$ cat src/rtl/rlc_pkg.sv
// ----------------------------------------------------------------------------
// rlc_pkg: shared types and constants of the rgb light crossfade block
// Command codes, payload structs, fixed-point widths and reset values.
// ----------------------------------------------------------------------------
package rlc_pkg;

    // fixed-point progress format
    localparam int FRACTION_BITS = 16;
    localparam int STEP_W        = 17;
    localparam int PROG_W        = ((FRACTION_BITS > STEP_W) ? FRACTION_BITS : STEP_W) + 1;
    localparam int MUL_B_W       = FRACTION_BITS + 1;
    localparam int PROD_W        = FRACTION_BITS + 10;

    localparam logic [PROG_W-1:0] ONE_Q =
        {{(PROG_W-FRACTION_BITS-1){1'b0}}, 1'b1, {FRACTION_BITS{1'b0}}};

    // configuration port
    localparam int CFG_IDX_W = 2;
    localparam logic [CFG_IDX_W-1:0] REG_NORMAL_STEP = 2'd0;
    localparam logic [CFG_IDX_W-1:0] REG_SWITCH_STEP = 2'd1;
    localparam logic [STEP_W-1:0] NORMAL_STEP_RST = 17'd197;
    localparam logic [STEP_W-1:0] SWITCH_STEP_RST = 17'd66;

    // command codes
    typedef enum logic [2:0] {
        CMD_TICK      = 3'd0,
        CMD_ON        = 3'd1,
        CMD_OFF       = 3'd2,
        CMD_SET_LEVEL = 3'd3,
        CMD_SET_COLOR = 3'd4
    } t_cmd;

    // slots of a setting: level, red, green, blue
    typedef logic [3:0][7:0] t_quad;
    localparam logic [1:0] SLOT_LEVEL = 2'd0;
    localparam logic [1:0] SLOT_RED   = 2'd1;
    localparam logic [1:0] SLOT_GREEN = 2'd2;
    localparam logic [1:0] SLOT_BLUE  = 2'd3;
    localparam t_quad GOAL_RST  = {8'd48, 8'd0, 8'd0, 8'd255};
    localparam t_quad START_RST = {8'd0, 8'd0, 8'd0, 8'd0};

    // request payloads
    typedef struct packed {
        logic [2:0] cmd;
        logic [7:0] new_level;
        logic [7:0] new_red;
        logic [7:0] new_green;
        logic [7:0] new_blue;
    } t_in;

    typedef struct packed {
        logic [7:0] out_red;
        logic [7:0] out_green;
        logic [7:0] out_blue;
        logic       still_fading;
    } t_out;

    // shared multiply unit interface
    typedef struct packed {
        logic                     is_blend;
        logic signed [8:0]        mul_a;
        logic        [MUL_B_W-1:0] mul_b;
        logic        [7:0]        base;
    } t_mac_req;

endpackage

$ cat src/rtl/rgb_light_crossfade.sv
// ----------------------------------------------------------------------------
// rgb_light_crossfade: rgb light controller with linear crossfades
// Switch, level and color requests start fades; each tick advances the fade
// and returns the dimmed channel drive values for the next frame.
//
//   channel | direction | handshake               | payload
//   in      | to block  | i_in_valid / o_in_stall  | i_in_data  (rlc_pkg::t_in)
//   out     | from block| o_out_valid / i_out_stall| o_out_data (rlc_pkg::t_out)
//   cfg     | to block  | i_cfg_valid / o_cfg_ready| i_cfg_index, i_cfg_data
//
// non-tick requests complete in the accept cycle
// a tick runs four blends and three dims while fading, each through the one
// shared multiplier in a multiply and a post state, and only the three dims otherwise
// a tick also waits for a result still held in the output register
// synchronous active-low reset restores the power-on setting and step values
// ----------------------------------------------------------------------------
module rgb_light_crossfade (
    input  logic                              i_clk,
    input  logic                              i_rst_n,
    input  logic                              i_in_valid,
    output logic                              o_in_stall,
    input  rlc_pkg::t_in                      i_in_data,
    output logic                              o_out_valid,
    input  logic                              i_out_stall,
    output rlc_pkg::t_out                     o_out_data,
    input  logic                              i_cfg_valid,
    output logic                              o_cfg_ready,
    input  logic [rlc_pkg::CFG_IDX_W-1:0]     i_cfg_index,
    input  logic [rlc_pkg::STEP_W-1:0]        i_cfg_data
);

    typedef enum logic [3:0] {
        ST_IDLE = 4'b0001,
        ST_MUL  = 4'b0010,
        ST_POST = 4'b0100,
        ST_OUT  = 4'b1000
    } t_state;

    localparam logic [2:0] IDX_DIM_FIRST = 3'd4;
    localparam logic [2:0] IDX_LAST      = 3'd6;

    t_state                      r_state, n_state;
    logic [2:0]                  r_idx, n_idx;
    logic                        r_lit, n_lit;
    logic                        r_fading, n_fading;
    rlc_pkg::t_quad              r_goal, n_goal;
    rlc_pkg::t_quad              r_start, n_start;
    rlc_pkg::t_quad              r_work, n_work;
    logic [rlc_pkg::PROG_W-1:0]  r_prog, n_prog;
    logic [rlc_pkg::STEP_W-1:0]  r_step, n_step;
    logic [rlc_pkg::STEP_W-1:0]  r_normal_step, r_switch_step;
    rlc_pkg::t_out               r_out, n_out;
    logic                        r_out_valid, n_out_valid;

    logic                        in_acc;
    logic                        out_free;
    logic [rlc_pkg::PROG_W-1:0]  prog_sum;
    logic [1:0]                  dim_slot;
    rlc_pkg::t_mac_req           mac_req;
    logic [7:0]                  mac_value;

    assign in_acc      = i_in_valid && !o_in_stall;
    assign o_in_stall  = (r_state != ST_IDLE);
    assign o_cfg_ready = 1'b1;
    assign o_out_valid = r_out_valid;
    assign o_out_data  = r_out;
    assign out_free    = !r_out_valid || !i_out_stall;
    assign prog_sum    = r_prog + rlc_pkg::PROG_W'(r_step);
    assign dim_slot    = r_idx[1:0] + 2'd1;

    // shared unit operands by step index
    always_comb begin
        if (r_idx < IDX_DIM_FIRST) begin
            mac_req.is_blend = 1'b1;
            mac_req.mul_a    = $signed({1'b0, r_goal[r_idx[1:0]]})
                             - $signed({1'b0, r_start[r_idx[1:0]]});
            mac_req.mul_b    = {1'b0, r_prog[rlc_pkg::FRACTION_BITS-1:0]};
            mac_req.base     = r_start[r_idx[1:0]];
        end else begin
            mac_req.is_blend = 1'b0;
            mac_req.mul_a    = $signed({1'b0, r_work[dim_slot]});
            mac_req.mul_b    = rlc_pkg::MUL_B_W'(r_work[rlc_pkg::SLOT_LEVEL]);
            mac_req.base     = 8'd0;
        end
    end

    rlc_mac u_mac (
        .i_clk   (i_clk),
        .i_req   (mac_req),
        .o_value (mac_value)
    );

    // sequencer and state updates
    always_comb begin
        n_state     = r_state;
        n_idx       = r_idx;
        n_lit       = r_lit;
        n_fading    = r_fading;
        n_goal      = r_goal;
        n_start     = r_start;
        n_work      = r_work;
        n_prog      = r_prog;
        n_step      = r_step;
        n_out       = r_out;
        n_out_valid = r_out_valid;

        if (r_out_valid && !i_out_stall) begin
            n_out_valid = 1'b0;
        end

        unique case (r_state)
            ST_IDLE: begin
                if (in_acc) begin
                    unique case (i_in_data.cmd)
                        rlc_pkg::CMD_TICK: begin
                            n_work  = r_goal;
                            n_idx   = IDX_DIM_FIRST;
                            n_state = ST_MUL;
                            if (r_fading) begin
                                n_prog = prog_sum;
                                if (prog_sum >= rlc_pkg::ONE_Q) begin
                                    n_fading = 1'b0;
                                end else begin
                                    n_idx = 3'd0;
                                end
                            end
                        end
                        rlc_pkg::CMD_ON: begin
                            if (!r_lit) begin
                                n_lit    = 1'b1;
                                n_start  = r_goal;
                                n_goal   = r_start;
                                n_fading = 1'b1;
                                n_prog   = '0;
                                n_step   = r_switch_step;
                            end
                        end
                        rlc_pkg::CMD_OFF: begin
                            if (r_lit) begin
                                n_lit    = 1'b0;
                                n_start  = r_goal;
                                n_goal   = '0;
                                n_fading = 1'b1;
                                n_prog   = '0;
                                n_step   = r_switch_step;
                            end
                        end
                        rlc_pkg::CMD_SET_LEVEL: begin
                            if (r_lit) begin
                                n_start  = r_goal;
                                n_goal[rlc_pkg::SLOT_LEVEL] = i_in_data.new_level;
                                n_fading = 1'b1;
                                n_prog   = '0;
                                n_step   = r_normal_step;
                            end else begin
                                n_start[rlc_pkg::SLOT_LEVEL] = i_in_data.new_level;
                            end
                        end
                        rlc_pkg::CMD_SET_COLOR: begin
                            if (r_lit) begin
                                n_start  = r_goal;
                                n_goal[rlc_pkg::SLOT_RED]   = i_in_data.new_red;
                                n_goal[rlc_pkg::SLOT_GREEN] = i_in_data.new_green;
                                n_goal[rlc_pkg::SLOT_BLUE]  = i_in_data.new_blue;
                                n_fading = 1'b1;
                                n_prog   = '0;
                                n_step   = r_normal_step;
                            end else begin
                                n_start[rlc_pkg::SLOT_RED]   = i_in_data.new_red;
                                n_start[rlc_pkg::SLOT_GREEN] = i_in_data.new_green;
                                n_start[rlc_pkg::SLOT_BLUE]  = i_in_data.new_blue;
                            end
                        end
                        default: begin
                        end
                    endcase
                end
            end
            ST_MUL: begin
                n_state = ST_POST;
            end
            ST_POST: begin
                if (r_idx < IDX_DIM_FIRST) begin
                    n_work[r_idx[1:0]] = mac_value;
                end else begin
                    n_work[dim_slot] = mac_value;
                end
                if (r_idx == IDX_LAST) begin
                    n_state = ST_OUT;
                end else begin
                    n_idx   = r_idx + 3'd1;
                    n_state = ST_MUL;
                end
            end
            ST_OUT: begin
                if (out_free) begin
                    n_out.out_red      = r_work[rlc_pkg::SLOT_RED];
                    n_out.out_green    = r_work[rlc_pkg::SLOT_GREEN];
                    n_out.out_blue     = r_work[rlc_pkg::SLOT_BLUE];
                    n_out.still_fading = r_fading;
                    n_out_valid        = 1'b1;
                    n_state            = ST_IDLE;
                end
            end
            default: begin
                n_state = ST_IDLE;
            end
        endcase
    end

    // control and setting registers
    always_ff @(posedge i_clk) begin
        if (!i_rst_n) begin
            r_state     <= ST_IDLE;
            r_idx       <= '0;
            r_lit       <= 1'b1;
            r_fading    <= 1'b0;
            r_goal      <= rlc_pkg::GOAL_RST;
            r_start     <= rlc_pkg::START_RST;
            r_prog      <= '0;
            r_step      <= '0;
            r_out_valid <= 1'b0;
        end else begin
            r_state     <= n_state;
            r_idx       <= n_idx;
            r_lit       <= n_lit;
            r_fading    <= n_fading;
            r_goal      <= n_goal;
            r_start     <= n_start;
            r_prog      <= n_prog;
            r_step      <= n_step;
            r_out_valid <= n_out_valid;
        end
    end

    // working values and output payload
    always_ff @(posedge i_clk) begin
        r_work <= n_work;
        r_out  <= n_out;
    end

    // step registers
    always_ff @(posedge i_clk) begin
        if (!i_rst_n) begin
            r_normal_step <= rlc_pkg::NORMAL_STEP_RST;
            r_switch_step <= rlc_pkg::SWITCH_STEP_RST;
        end else if (i_cfg_valid && o_cfg_ready) begin
            if (i_cfg_index == rlc_pkg::REG_NORMAL_STEP) begin
                r_normal_step <= i_cfg_data;
            end
            if (i_cfg_index == rlc_pkg::REG_SWITCH_STEP) begin
                r_switch_step <= i_cfg_data;
            end
        end
    end

`ifndef SYNTHESIS
    // a tick always starts the sequencer
    a_tick_starts: assert property (@(posedge i_clk) disable iff (!i_rst_n)
        in_acc && (i_in_data.cmd == rlc_pkg::CMD_TICK) |=> (r_state == ST_MUL))
        else $error("tick did not start the sequencer");

    // other requests finish in the accept cycle
    a_cmd_single: assert property (@(posedge i_clk) disable iff (!i_rst_n)
        in_acc && (i_in_data.cmd != rlc_pkg::CMD_TICK) |=> (r_state == ST_IDLE))
        else $error("non-tick request held the block");

    // the step index never runs past the last dim step
    a_idx_range: assert property (@(posedge i_clk) disable iff (!i_rst_n)
        (r_state != ST_IDLE) |-> (r_idx <= IDX_LAST))
        else $error("step index out of range");

    // a product is only consumed in the cycle after it was issued
    a_post_after_mul: assert property (@(posedge i_clk) disable iff (!i_rst_n)
        (r_state == ST_POST) |-> ($past(r_state) == ST_MUL))
        else $error("post step without multiply");

    // a blend step only runs during an unfinished fade
    a_blend_fading: assert property (@(posedge i_clk) disable iff (!i_rst_n)
        (r_state == ST_MUL) && (r_idx < IDX_DIM_FIRST)
        |-> r_fading && (r_prog < rlc_pkg::ONE_Q))
        else $error("blend outside a running fade");
`endif

endmodule

$ cat src/rtl/rlc_mac.sv
// ----------------------------------------------------------------------------
// rlc_mac: shared multiply unit of the crossfade block
// One registered signed multiply; the next cycle turns the product into either
// a floored linear blend or a color * level / 255 dimming value.
// ----------------------------------------------------------------------------
module rlc_mac (
    input  logic              i_clk,
    input  rlc_pkg::t_mac_req i_req,
    output logic [7:0]        o_value
);

    logic signed [rlc_pkg::PROD_W-1:0] r_prod;
    logic                              r_is_blend;
    logic        [7:0]                 r_base;
    logic signed [rlc_pkg::PROD_W-1:0] blend_acc;
    logic        [16:0]                dim_sum;

    // multiply stage, operand b is never negative
    always_ff @(posedge i_clk) begin
        r_prod     <= i_req.mul_a * $signed(i_req.mul_b);
        r_is_blend <= i_req.is_blend;
        r_base     <= i_req.base;
    end

    // blend: a * 2^F + (b - a) * p, floored, always within 0..255
    assign blend_acc = r_prod
        + $signed({2'b00, r_base, {rlc_pkg::FRACTION_BITS{1'b0}}});

    // divide by 255 for products up to 16 bits: (x + (x >> 8) + 1) >> 8
    assign dim_sum = {1'b0, r_prod[15:0]} + {9'd0, r_prod[15:8]} + 17'd1;

    // result select
    always_comb begin
        if (r_is_blend) begin
            o_value = blend_acc[rlc_pkg::FRACTION_BITS+7:rlc_pkg::FRACTION_BITS];
        end else begin
            o_value = dim_sum[15:8];
        end
    end

endmodule
$ cat config.mk
export PLATFORM = sky130hd
export DESIGN_NAME = rgb_light_crossfade
export DESIGN_NICKNAME = d
export VERILOG_FILES = /design/src/rtl/rlc_pkg.sv /design/src/rtl/rgb_light_crossfade.sv /design/src/rtl/rlc_mac.sv
export SDC_FILE = /design/constraint.sdc
export NUM_CORES = 1
export LEC_CHECK = 0
export BUFFER_PORTS_ARGS = -buffer_cell sky130_fd_sc_hd__buf_2
export CAP_MARGIN = 20
export CORE_MARGIN = 4
export CORE_UTILIZATION = 30
export CTS_BUF_LIST = sky130_fd_sc_hd__clkbuf_8
export CTS_CLUSTER_DIAMETER = 150
export DETAILED_ROUTE_END_ITERATION = 16
export SETUP_SLACK_MARGIN = 0.02
export SYNTH_ARGS = -nofsm -noshare
export SYNTH_HDL_FRONTEND = slang
export SYNTH_SLANG_ARGS = --single-unit
$ cat constraint.sdc
create_clock -name i_clk -period 9.2 [get_ports i_clk]
set_input_delay 0.92 -clock i_clk [delete_from_list [all_inputs] [get_ports i_clk]]
set_output_delay 0.92 -clock i_clk [all_outputs]
set_load 0.1 [all_outputs]
==> results.tsv <==
stage	metric	value	unit
status	status	finished clean	
floorplanning	Die Y-Extent	244.1	um
worst_setup_path	Worst setup EP type	register	
route	total number of vias	13432	
timing	Setup TNS	0	ps
timing	max-slew violation count	0	
timing	min Tclk post-route	8188	ps
logic_synthesis	Syn. warnings	0	
floorplanning	core area	55200	sq um
timing	Setup Skew	48.91	ps
power	Comb pwr share	0.217	
worst_setup_path	Reg2Reg Depth	24	
cts	clk sinks	233	
worst_setup_path	RR Endpoint	u_mac.r_prod[19]	
layout	area delta synth->final	12.29	%
worst_setup_path	worst setup path startpoint	r_idx[1]	
worst_setup_path	worst-path maximum fanout	13	
logic_synthesis	Seq/Total Area, Yosys	0.3130	
floorplanning	I/O Pins	87	
power	Power Dens Cells	147.3	nW/um^2
logic_synthesis	cell area after synthesis	16730	sq um
placed_design	placed instance count	2546	
cts	CTS root buf	clkbuf_8	
timing	Max Freq	122.1	MHz
power	sequential group share of total power	0.429	
flow_run	maxcap violations	0	
logic_synthesis	Mean Syn Cell Area	9.376	sq um
power	Final Total Pwr	2767	uW
global_route	GRT Overall Usage	0.1593	
timing	Setup Viol. Count Final	0	
route	Via density	5.123	
timing	Slew headroom	0.3091	
layout	Final nets	2110	
global_route	total congestion overflow	0	
cts	number of gates resized after CTS	0	
worst_setup_path	crit path DAT	8650	ps
hold_path	min-delay worst type	register to register	
power	switching power	899.5	uW
global_route	GRT met2 Usage	0.2498	
global_route	met3 Resource Use GR	0.02686	
timing	period utilization	0.8900	
worst_setup_path	CP Class	register to register	
layout	final std cells w/o fill	2622	
worst_setup_path	Worst Setup EP	u_mac.r_prod[19]	
route	WL final	48.40	mm
route	DR pass1 iterations	5	
cts	Clock Latency Late Sink	620	ps
global_route	met1 Use GR	0.2266	
worst_setup_path	CP dominant cell by count	fa_1	
worst_setup_path	crit path launch type	register	
logic_synthesis	post-synth top area cell	dfxtp_1	
logic_synthesis	largest family of logic cells by synthesized area	adder cells	
global_route	largest net degree at the start of global routing	114	
power	Leak Pwr	0.008872	uW
cts	CTS max path bufs	3	
worst_setup_path	slowest CP cell	mux2i_1	
cts	H-tree depth	2	
floorplanning	row count	86	
cts	Reg clk slew, reported paths	60	ps
power	Clock power frac	0.354	
cts	CTS tree	built	
route	initial drt markers	1085	
placed_design	Final HPWL DP	37.16	mm
timing	Final Hold Fails	0	
cts	Hold Buf Count CTS	0	
power	internal power	1867	uW
logic_synthesis	mux cell area share after synthesis	0.06845	
route	routed len/inst	18.46	um
worst_setup_path	r2r startpoint	r_idx[1]	
logic_synthesis	Simple-Gate Fraction of Synth Area	0.1452	
global_route	vias in the first global route	13379	
global_route	gr busiest metal	met2	
layout	design area	18780	sq um
placed_design	port bufs	85	
logic_synthesis	library cells used by synthesis	77	
worst_setup_path	FF-to-FF setup slack	1010	ps
power	Sw Share	0.3251	
floorplanning	Die W	244.1	um
logic_synthesis	#FFs+latches synth	233	
route	DRC violations left	0	
layout	Post-Route Utilization	0.3402	
floorplanning	full die area	59590	sq um
floorplanning	Initial Util	0.3030	
placed_design	Post-DP Area	17900	sq um
timing	RSZ-0062 raised after global routing	false	
logic_synthesis	Synth area leaders	dfxtp_1 (21%), fa_1 (12%), edfxtp_1 (10%)	
logic_synthesis	top cell type's share of synthesized area	0.2107	
global_route	first-pass GRT wire length	75.63	mm
worst_setup_path	cell breakdown of the critical path	mux4_2 -> inv_1 -> ha_1 -> inv_1 -> fa_1 -> a21o_1 -> a21o_1 -> a211oi_1 -> xnor2_1 -> mux2i_1 -> nor2_1 -> fa_1 -> fa_1 -> fa_1 -> inv_1 -> fa_1 -> inv_1 -> ha_1 -> ha_1 -> or3_1 -> o31ai_1 -> a21o_1 -> nand2_1 -> a311o_1	
logic_synthesis	xor-xnor portion of the synthesized cell area	0.02618	
logic_synthesis	Post-synth EDFFs	57	
worst_setup_path	Worst path max stage delay	770	ps
logic_synthesis	adder-cell share of the synthesized area	0.1999	
cts	total CTS buffers	42	
logic_synthesis	Mapped Cells	1784	
logic_synthesis	Net Count, Synth	2049	
logic_synthesis	Post-synth ARST share	0	
global_route	antenna violations before repair	3	
worst_setup_path	required time of the critical path	9670	ps
logic_synthesis	post-synthesis compound-gate area fraction	0.1927	
route	antenna-violating nets left	0	
placed_design	Final GP Congestion	0.8960	
power	Peak VDD IR	0.0001010	V
timing	worst-margin pin slew	1036	ps
layout	fraction of layout cells with a size suffix above 1	0.1249	
logic_synthesis	commonest register cell after synthesis	dfxtp_1	
cts	setup bufs post-CTS	0	
cells in the mapped netlist (all sizes together), types with 28 or more instances:
| master | instances |
|---|---|
| nand2 | 300 |
| a21boi | 64 |
| xnor2 | 34 |
| clkbuf | 61 |
| ha | 104 |
| o211a | 64 |
| inv | 143 |
| mux2i | 57 |
| o211ai | 49 |
| fa | 102 |
| a21oi | 52 |
| o21ai | 49 |
| a22o | 28 |
| nor2 | 119 |
| edfxtp | 57 |
| dfxtp | 176 |
| buf | 29 |
through the flow:
stage          hold WS [ps]  setup slack [ps]
3_5_place_dp          448.8              1122
5_1_grt               468.7             593.7
3_3_place_gp          449.7              1303
4_1_cts               461.2              1046
2_1_floorplan         420.9              1619
6_report              460.8              1012
area by class of cell:
cell class,instances,area [sq um]
antenna,1,2.502
clock buffer,49,674.4
clock inverter,23,152.6
fill,5626,36420
inverter,143,536.8
multi-input combinational,1318,10610
sequential,233,5238
tap,748,935.9
timing repair buffer,107,629.4
cell families (layout without fill, tap and decap cells):
family,after synthesis,after routing
buffers and inverters,233,322
DFF,233,233
muxes,84,84
xor gates and xnor gates,50,50
adders and majority gates,206,206
other,1,2
and+or+nand+nor,553,553
AOI/OAI and AO/OA,424,424
power groups by stage:
stage	registers, uW	logic [uW]	clock network [uW]
after CTS	1180	601	1010
after detailed placement	1210	595	0
after floorplan	1170	435	0
after global placement	1200	583	0
after global routing	1190	673	1060
final	1190	600	981
placed cells by master, fill, tap and decap left out, types with 49 or more instances in the layout:
| master | n |
|---|---|
| clkbuf_8 | 49 |
| inv_1 | 152 |
| edfxtp_1 | 57 |
| dfxtp_1 | 174 |
| nand2_1 | 300 |
| buf_2 | 84 |
| mux2i_1 | 57 |
| ha_1 | 104 |
| a21boi_0 | 64 |
| o211a_1 | 64 |
| nor2_1 | 117 |
| o211ai_1 | 49 |
| fa_1 | 102 |
sequential cells by signal, indices dropped and copies added, names as in the netlist:
name / count
o_out_valid: 1
r_normal_step: 17
r_state: 4
r_prog: 18
o_out_data: 25
r_step: 17
r_goal: 32
r_start: 32
r_fading: 1
u_mac.r_prod: 24
u_mac.r_base: 8
r_work: 32
r_idx: 3
r_switch_step: 17
u_mac.r_is_blend: 1
r_lit: 1
how the worst min path moves through the flow:
stage / from / to / slack [ps] / cells past startpoint
5_1_grt: r_work[8] / o_out_data[17] / 470 / 0
6_report: r_normal_step[13] / r_normal_step[13] / 460 / 2
3_5_place_dp: r_work[8] / o_out_data[17] / 450 / 0
2_1_floorplan: r_work[17] / o_out_data[10] / 420 / 0
4_1_cts: r_work[8] / o_out_data[17] / 460 / 0
3_3_place_gp: r_switch_step[6] / r_switch_step[6] / 450 / 2
critical path, delay by kind of cell, from the launching register on:
kind / cells / cell delay [ps]
mux: 2 / 1360
compound gates: 6 / 1720
fa+ha+maj: 8 / 3200
flops: 1 / 740
simple gates: 3 / 610
buf+inv: 4 / 250
xor+xnor: 1 / 160
per-layer routing:
layer  share of wire  vias to the layer above
met5               0                        -
met4           0.024                        0
met3           0.066                       76
met2            0.44                      405
met1            0.47                     6592
li1                -                     6359
(Power assumes the default switching activity.)
